--- src/hw/rtl/pli_pkg.sv ---
// pli_pkg: shared codes, field widths and the cell control struct for the
// positional list. No dependencies.
`default_nettype none
package pli_pkg;

   localparam int FUNC_W = 2;
   localparam int POS_W  = 5;
   localparam int STAT_W = 2;
   localparam int LEN_W  = 5;

   localparam logic [FUNC_W-1:0] FN_INSERT = 2'd0;
   localparam logic [FUNC_W-1:0] FN_REMOVE = 2'd1;
   localparam logic [FUNC_W-1:0] FN_READ   = 2'd2;
   localparam logic [FUNC_W-1:0] FN_NONE   = 2'd3;

   localparam logic [STAT_W-1:0] ST_OK     = 2'd0;
   localparam logic [STAT_W-1:0] ST_FULL   = 2'd1;
   localparam logic [STAT_W-1:0] ST_EMPTY  = 2'd2;
   localparam logic [STAT_W-1:0] ST_BADPOS = 2'd3;

   // Broadcast to every cell: shift toward the tail (insert), shift toward
   // the head (remove), the read enable, and the 0-based slot the operation targets.
   typedef struct packed {
      logic             shift_in;
      logic             shift_out;
      logic             read_en;
      logic [POS_W-1:0] slot;
   } pli_ctl_type;

endpackage
`default_nettype wire

--- src/hw/rtl/pli_decode.sv ---
// pli_decode: checks one request against the current length, gives the
// status, the next length and the control broadcast to the cells.
// Depends on pli_pkg.
`default_nettype none
module pli_decode #(
   parameter int DEPTH = 16,
   parameter int CNT_W = 5
) (
   input  wire logic [pli_pkg::FUNC_W-1:0] func,
   input  wire logic [pli_pkg::POS_W-1:0]  position,
   input  wire logic [CNT_W-1:0]           count,
   output pli_pkg::pli_ctl_type            ctl,
   output logic [pli_pkg::STAT_W-1:0]      status,
   output logic [CNT_W-1:0]                count_next
);
   import pli_pkg::*;

   localparam int CMP_W = ((CNT_W > POS_W) ? CNT_W : POS_W) + 1;
   localparam logic [CMP_W-1:0] DEPTH_C = CMP_W'(DEPTH);

   logic [CMP_W-1:0] pos_e;
   logic [CMP_W-1:0] cnt_e;
   logic             pos_zero;
   logic             is_full;
   logic             is_empty;

   assign pos_e    = CMP_W'(position);
   assign cnt_e    = CMP_W'(count);
   assign pos_zero = (position == '0);
   assign is_full  = (cnt_e == DEPTH_C);
   assign is_empty = (count == '0);

   always_comb begin
      ctl.shift_in  = 1'b0;
      ctl.shift_out = 1'b0;
      ctl.read_en   = 1'b0;
      ctl.slot      = position - POS_W'(1);
      status        = ST_OK;
      count_next    = count;
      unique case (func)
         FN_INSERT: begin
            if (is_full) begin
               status = ST_FULL;
            end else if (pos_zero || pos_e > cnt_e + CMP_W'(1)) begin
               status = ST_BADPOS;
            end else begin
               ctl.shift_in = 1'b1;
               count_next   = count + CNT_W'(1);
            end
         end
         FN_REMOVE: begin
            if (is_empty) begin
               status = ST_EMPTY;
            end else if (pos_zero || pos_e > cnt_e) begin
               status = ST_BADPOS;
            end else begin
               ctl.shift_out = 1'b1;
               count_next    = count - CNT_W'(1);
            end
         end
         FN_READ: begin
            if (is_empty) begin
               status = ST_EMPTY;
            end else if (pos_zero || pos_e > cnt_e) begin
               status = ST_BADPOS;
            end else begin
               ctl.read_en = 1'b1;
            end
         end
         default: begin
            status = ST_BADPOS;
         end
      endcase
   end

endmodule
`default_nettype wire

--- src/hw/rtl/pli_cell.sv ---
// pli_cell: one list slot. Holds one word, takes the new word or its left or
// right neighbor's word on a shift, and taps its word out on a matching read.
// Depends on pli_pkg.
`default_nettype none
module pli_cell #(
   parameter int DATA_W  = 32,
   parameter int INDEX_W = 5,
   parameter int INDEX   = 0
) (
   input  wire logic              clock,
   input  wire pli_pkg::pli_ctl_type ctl,
   input  wire logic [DATA_W-1:0] new_word,
   input  wire logic [DATA_W-1:0] left_word,
   input  wire logic [DATA_W-1:0] right_word,
   output logic [DATA_W-1:0]      word,
   output logic [DATA_W-1:0]      tap
);
   import pli_pkg::*;

   localparam logic [INDEX_W-1:0] MY_IDX = INDEX_W'(INDEX);

   logic [DATA_W-1:0]  word_ff;
   logic [DATA_W-1:0]  word_in;
   logic [INDEX_W-1:0] slot_e;
   logic               hit;
   logic               past;

   assign slot_e = INDEX_W'(ctl.slot);
   assign hit    = (slot_e == MY_IDX);
   assign past   = (MY_IDX > slot_e);

   always_comb begin
      word_in = word_ff;
      if (ctl.shift_in) begin
         if (hit) begin
            word_in = new_word;
         end else if (past) begin
            word_in = left_word;
         end
      end else if (ctl.shift_out) begin
         if (hit || past) begin
            word_in = right_word;
         end
      end
   end

   always_ff @(posedge clock) begin
      word_ff <= word_in;
   end

   assign word = word_ff;
   assign tap  = (ctl.read_en && hit) ? word_ff : '0;

endmodule
`default_nettype wire

--- src/hw/rtl/positional_list_insert_remove.sv ---
// positional_list_insert_remove: ordered list of DEPTH words by 1-based rank
// with insert, remove and read. The result is registered and its beat follows in
// the cycle after the request beat. Throughput: one request per cycle unless the
// response is held back; the whole row of cells shifts in the same edge, and the
// output register frees req_tready while a result is taken. Reset clears the length and
// the output valid; cell contents are undefined until written. Depends on pli_pkg, pli_decode, pli_cell.
`default_nettype none
module positional_list_insert_remove #(
   parameter int DEPTH  = 16,
   parameter int DATA_W = 32
) (
   input  wire logic                           clock,
   input  wire logic                           reset,
   // request channel
   input  wire logic                           req_tvalid,
   output logic                                req_tready,
   // tdata, low bit up: position[4:0], entry_data[DATA_W-1:0], zero pad
   input  wire logic [((pli_pkg::POS_W + DATA_W + 7) / 8) * 8 - 1:0] req_tdata,
   // tuser: func[1:0]
   input  wire logic [pli_pkg::FUNC_W-1:0]     req_tuser,
   // response channel
   output logic                                rsp_tvalid,
   input  wire logic                           rsp_tready,
   // tdata, low bit up: status[1:0], read_data[DATA_W-1:0], list_length[4:0], zero pad
   output logic [((pli_pkg::STAT_W + DATA_W + pli_pkg::LEN_W + 7) / 8) * 8 - 1:0] rsp_tdata
);
   import pli_pkg::*;

   localparam int RSP_W   = ((STAT_W + DATA_W + LEN_W + 7) / 8) * 8;
   localparam int CNT_W   = $clog2(DEPTH + 1);
   localparam int INDEX_W = (CNT_W > POS_W) ? CNT_W : POS_W;

   // request fields
   logic [POS_W-1:0]  req_pos;
   logic [DATA_W-1:0] req_word;
   logic              req_beat;

   assign req_pos  = req_tdata[POS_W-1:0];
   assign req_word = req_tdata[POS_W +: DATA_W];

   // the output register is free when empty or being drained this cycle
   assign req_tready = !rsp_tvalid || rsp_tready;
   assign req_beat   = req_tvalid && req_tready;

   // length register and decode
   logic [CNT_W-1:0]  count_ff;
   logic [CNT_W-1:0]  count_in;
   logic [CNT_W-1:0]  count_next;
   logic [STAT_W-1:0] dec_status;
   pli_ctl_type       dec_ctl;
   pli_ctl_type       cell_ctl;

   pli_decode #(
      .DEPTH (DEPTH),
      .CNT_W (CNT_W)
   ) u_decode (
      .func       (req_tuser),
      .position   (req_pos),
      .count      (count_ff),
      .ctl        (dec_ctl),
      .status     (dec_status),
      .count_next (count_next)
   );

   // cells act only on an accepted beat
   always_comb begin
      cell_ctl           = dec_ctl;
      cell_ctl.shift_in  = dec_ctl.shift_in && req_beat;
      cell_ctl.shift_out = dec_ctl.shift_out && req_beat;
      cell_ctl.read_en   = dec_ctl.read_en && req_beat;
   end

   assign count_in = req_beat ? count_next : count_ff;

   // row of cells; each neighbors its left and right cell
   logic [DATA_W-1:0] cell_word [DEPTH];
   logic [DATA_W-1:0] cell_tap  [DEPTH];

   for (genvar gi = 0; gi < DEPTH; gi++) begin : g_cell
      logic [DATA_W-1:0] left_w;
      logic [DATA_W-1:0] right_w;
      if (gi == 0) begin : g_head
         assign left_w = cell_word[gi];
      end else begin : g_mid_l
         assign left_w = cell_word[gi-1];
      end
      if (gi == DEPTH - 1) begin : g_tail
         assign right_w = cell_word[gi];
      end else begin : g_mid_r
         assign right_w = cell_word[gi+1];
      end
      pli_cell #(
         .DATA_W  (DATA_W),
         .INDEX_W (INDEX_W),
         .INDEX   (gi)
      ) u_cell (
         .clock      (clock),
         .ctl        (cell_ctl),
         .new_word   (req_word),
         .left_word  (left_w),
         .right_word (right_w),
         .word       (cell_word[gi]),
         .tap        (cell_tap[gi])
      );
   end

   // at most one cell taps its word, so OR the taps together
   logic [DATA_W-1:0] read_word;
   always_comb begin
      read_word = '0;
      for (int i = 0; i < DEPTH; i++) begin
         read_word = read_word | cell_tap[i];
      end
   end

   // output register
   logic              rsp_valid_ff;
   logic              rsp_valid_in;
   logic [STAT_W-1:0] rsp_status_ff;
   logic [DATA_W-1:0] rsp_data_ff;
   logic [LEN_W-1:0]  rsp_len_ff;

   assign rsp_valid_in = req_beat || (rsp_valid_ff && !rsp_tready);

   always_ff @(posedge clock) begin
      if (reset) begin
         count_ff     <= '0;
         rsp_valid_ff <= 1'b0;
      end else begin
         count_ff     <= count_in;
         rsp_valid_ff <= rsp_valid_in;
      end
   end

   always_ff @(posedge clock) begin
      if (req_beat) begin
         rsp_status_ff <= dec_status;
         rsp_data_ff   <= read_word;
         rsp_len_ff    <= LEN_W'(count_next);
      end
   end

   assign rsp_tvalid = rsp_valid_ff;
   assign rsp_tdata  = RSP_W'({rsp_len_ff, rsp_data_ff, rsp_status_ff});

   // checks
   localparam logic [CNT_W-1:0] DEPTH_CNT = CNT_W'(DEPTH);

   a_count_bound: assert property (@(posedge clock) disable iff (reset)
      count_ff <= DEPTH_CNT)
      else $error("list length above DEPTH");

   a_beat_gives_rsp: assert property (@(posedge clock) disable iff (reset)
      req_beat |=> rsp_valid_ff)
      else $error("accepted beat without response");

   a_insert_grows: assert property (@(posedge clock) disable iff (reset)
      (req_beat && dec_ctl.shift_in) |=> (count_ff == $past(count_ff) + CNT_W'(1)))
      else $error("insert did not grow the list");

   a_fail_no_data: assert property (@(posedge clock) disable iff (reset)
      (rsp_valid_ff && rsp_status_ff != ST_OK) |-> (rsp_data_ff == '0))
      else $error("failed operation returned data");

endmodule
`default_nettype wire

--- config.mk ---
export PLATFORM = sky130hd
export DESIGN_NAME = positional_list_insert_remove
export DESIGN_NICKNAME = d
export VERILOG_FILES = /design/src/hw/rtl/pli_pkg.sv /design/src/hw/rtl/pli_decode.sv /design/src/hw/rtl/pli_cell.sv /design/src/hw/rtl/positional_list_insert_remove.sv
export SDC_FILE = /design/constraint.sdc
export NUM_CORES = 1
export LEC_CHECK = 0
export ABC_AREA = 1
export BUFFER_PORTS_ARGS = -buffer_cell sky130_fd_sc_hd__buf_2
export CAP_MARGIN = 20
export CELL_PAD_IN_SITES_DETAIL_PLACEMENT = 0
export CELL_PAD_IN_SITES_GLOBAL_PLACEMENT = 1
export CORE_MARGIN = 2
export CORE_UTILIZATION = 43
export DETAILED_ROUTE_END_ITERATION = 6
export PLACE_DENSITY = 0.82
export SETUP_SLACK_MARGIN = 0.5
export SLEW_MARGIN = 20
export SYNTH_ARGS = -nofsm -noshare
export SYNTH_HDL_FRONTEND = slang
export SYNTH_SLANG_ARGS = --single-unit
--- constraint.sdc ---
create_clock -name clock -period 5.45 [get_ports clock]
set_clock_uncertainty 0.15 [all_clocks]
set_input_delay 0.545 -clock clock [delete_from_list [all_inputs] [get_ports clock]]
set_output_delay 0.545 -clock clock [all_outputs]
set_load 0.01 [all_outputs]
==> impl_metrics.toml <==
[timing]
finalMaxSlewViolations = 0
fin_setup_tns_ps = 0
max_freq_mhz = 238.3
post-route-period-util_pct = 76.99
rsz0062_at_grt = "no"
tightest_slew_ps = 1181
period_needed_ps = 4196
relSlewSlack_pct = 21.25
setup_viol = 0
fin_ws_ps = 1254
hold_viol = 0

[clocking]
cts_tree = "done"
numCtsBuffers = 67
root_buffer = "clkbuf_16"
cts_resized = 0
cts_sinks = 557
path_clk_slew_ps = 60
ctsHoldBuffers = 1
cts_max_path_buffers = 3
clkLatencyLatePin_ps = 610
post_cts_buffers = 0
htree_levels = 3

[critical_path]
crit_family = "buffers and inverters"
crit_top_cell = "nand2_1"
worst-path-buf-inv = 5
required_ps = 5570
r2r-end = "g_cell[0].u_cell.word[12]"
crit_chain = "inv_1, ha_1, inv_1, ha_1, nand2_1, nand2_1, nand2_1, nand2_1, nand2_1, nand2_1, nand2_4, nand2_4, inv_2, nand3_4, buf_12, nand4_1, a21oi_4, buf_12"
r2r_start = "count_ff[0]"
cp_slowest_cell = "buf_12"
rr_worst_depth = 18
crit_fanout = 262
crit_type = "flip-flop to flip-flop"
cp_slowest_stage_delay_ps = 610
cp-end-kind = "flip-flop"
start_kind = "flip-flop"
setup.worst_path.start = "count_ff[0]"
timing.reg2reg.setup_slack_ps = 1250
cp_data_arrival_time_ps = 4320

[global_routing]
grt_pass1_vias = 26240
grt_pass1_wl_um = 159600
gr-total-overflow = 0
antenna_found_initial = 2
track_usage_pct = 25.52
grt_max_degree = 263

[status]
outcome = "complete, no violations"

[power]
clock_power_share_pct = 44.0
internal-power_w = 0.007529
p_comb_share_pct = 7.6
p_total_w = 0.01000
power.switching_w = 0.002474
p_leak_nw = 14.12
seqPwrFrac_pct = 48.3
power_density_nw_per_um2 = 275.5
ir_drop_mv = 0.1955
netSwitchingFraction_pct = 24.73

[die]
fp.dieH_um = 283
start_util_pct = 43.35
core-area_um2 = 77210
num_rows = 102
die_w_um = 283
design.portCount = 88
die_area_um2 = 80090

[hold_path]
holdPathStages = 2
min_to = "rsp_tvalid"
hold_class = "input pin to flip-flop"
hold_start = "reset"

[route]
drt_iter0_drc = 3580
vias = 28850
ant_nets = 0
finalWirelength_um = 104700
viasPerCell = 5.577
drt-pass1-iter-count = 5
drc = 0
wire_per_inst_um = 20.23

[synth]
synth_edf_count = 551
synth_ff_type = "edfxtp_1"
yosysTopAreaCell = "edfxtp_1"
ys_types = 37
synth_nets = 4282
synth_area_um2 = 33470
async_reset_ff_share_pct = 0
synth_top_cell_area_share_pct = 49.43
yosys_warnings = 0
synth_area_leaders = "edfxtp_1, nand2_1, o21ai_0"
synth_cells = 4216
post_synth.cell_area_avg_um2 = 7.939
seq_area_frac_synth_pct = 49.79
synth-seq-cells = 557

[placed_design]
port_buffers = 83
post-place-ws_ps = 1140
hpwl_um = 58030
dp.cells = 5057
gp_congestion = 0.8057

[layout]
stdcell_count = 5174
final_cell_mix = "nand2_1, o21ai_0, edfxtp_1"
drive_gt1_share_pct = 7.355
layout_commonest_cell = "nand2_1"
area_delta_synth_final_pct = 8.459
num-nets-final = 4153

[run]
maxCapViolCount = 0
[through the flow]
stage          area [um2]  hold WS (ps)  utilization (%)
6_report            36300         58.86            47.02
5_1_grt             36300         64.97            47.02
4_1_cts             36300         33.78            47.01
3_5_place_dp        34200         356.7            44.30
3_3_place_gp        34200         352.9            44.30
2_1_floorplan       33480         376.0                -
[logic make-up (layout without fill, tap and decap cells)]
kind of cell | after synthesis | after routing | synth area share [%]
other cells | 1 | 2 | 0.01120
flops | 557 | 557 | 49.79
xor+xnor | 5 | 5 | 0.1308
fa+ha+maj | 20 | 20 | 0.7476
simple gates | 2031 | 2031 | 25.69
compound gates | 987 | 987 | 14.87
buf+inv | 615 | 532 | 8.762
[cell type report]
| class | count | area [um2] |
|---|---|---|
| well taps | 1040 | 1301 |
| diodes | 1 | 2.502 |
| fillers | 7545 | 40910 |
| clock inverters | 31 | 304.0 |
| repair buffers | 153 | 1235 |
| flip-flops and latches | 557 | 16670 |
| inverters | 264 | 993.5 |
| multi-input cells | 3044 | 14020 |
| clock buffers | 84 | 1782 |
[cells in the mapped netlist (9+ instances only)]
master	count
nand2_1	1334
o21ai_0	722
edfxtp_1	551
nand3_1	536
inv_1	256
o21ai_1	243
buf_2	139
clkbuf_1	136
nor2_1	87
buf_6	45
nand4_1	39
buf_4	30
ha_1	20
a21oi_1	9
nor2_4	9
[per-layer routing]
layer | share of wire, % | vias up | GRT usage (%)
li1 | - | 14060 | -
met1 | 44 | 13500 | 36.37
met2 | 46 | 1149 | 40.91
met3 | 7.9 | 141 | 3.156
met4 | 2.4 | 0 | 7.141
met5 | 0 | - | 0
[registers in the layout (all words and copies together) (netlist names)]
signal / count
rsp_tvalid: 1
rsp_len_ff: 5
count_ff: 5
g_cell.u_cell.word: 512
rsp_status_ff: 2
rsp_data_ff: 32
[power by group through the flow]
stage	Clock (W)	Combinational (W)	Sequential, W
after floorplan	0	0.000516	0.00492
after global placement	0	0.000744	0.00492
after detailed placement	0	0.000754	0.00492
after CTS	0.00449	0.000757	0.00483
after global routing	0.00464	0.000841	0.00484
final	0.00441	0.000762	0.00484
[worst register-to-register path, cell delays in order (launching register included)]
cell     delay, ps
dfxtp_1        490
inv_1          170
ha_1           370
inv_1           50
ha_1           280
nand2_1         50
nand2_1         50
nand2_1         40
nand2_1         50
nand2_1         40
nand2_1         90
nand2_4         80
nand2_4         90
inv_2           60
nand3_4        190
buf_12         610
nand4_1        430
a21oi_4        240
buf_12         300
[worst max path at each step]
stage	endpoint	slack, ps	depth (start not counted)
5_1_grt	g_cell[0].u_cell.word[7]	960	18
3_3_place_gp	rsp_data_ff[12]	1160	15
2_1_floorplan	g_cell[0].u_cell.word[0]	560	10
3_5_place_dp	rsp_data_ff[12]	1140	15
4_1_cts	g_cell[0].u_cell.word[7]	1210	18
6_report	g_cell[0].u_cell.word[12]	1250	18
Note: power is estimated with default switching activity, not from simulation.
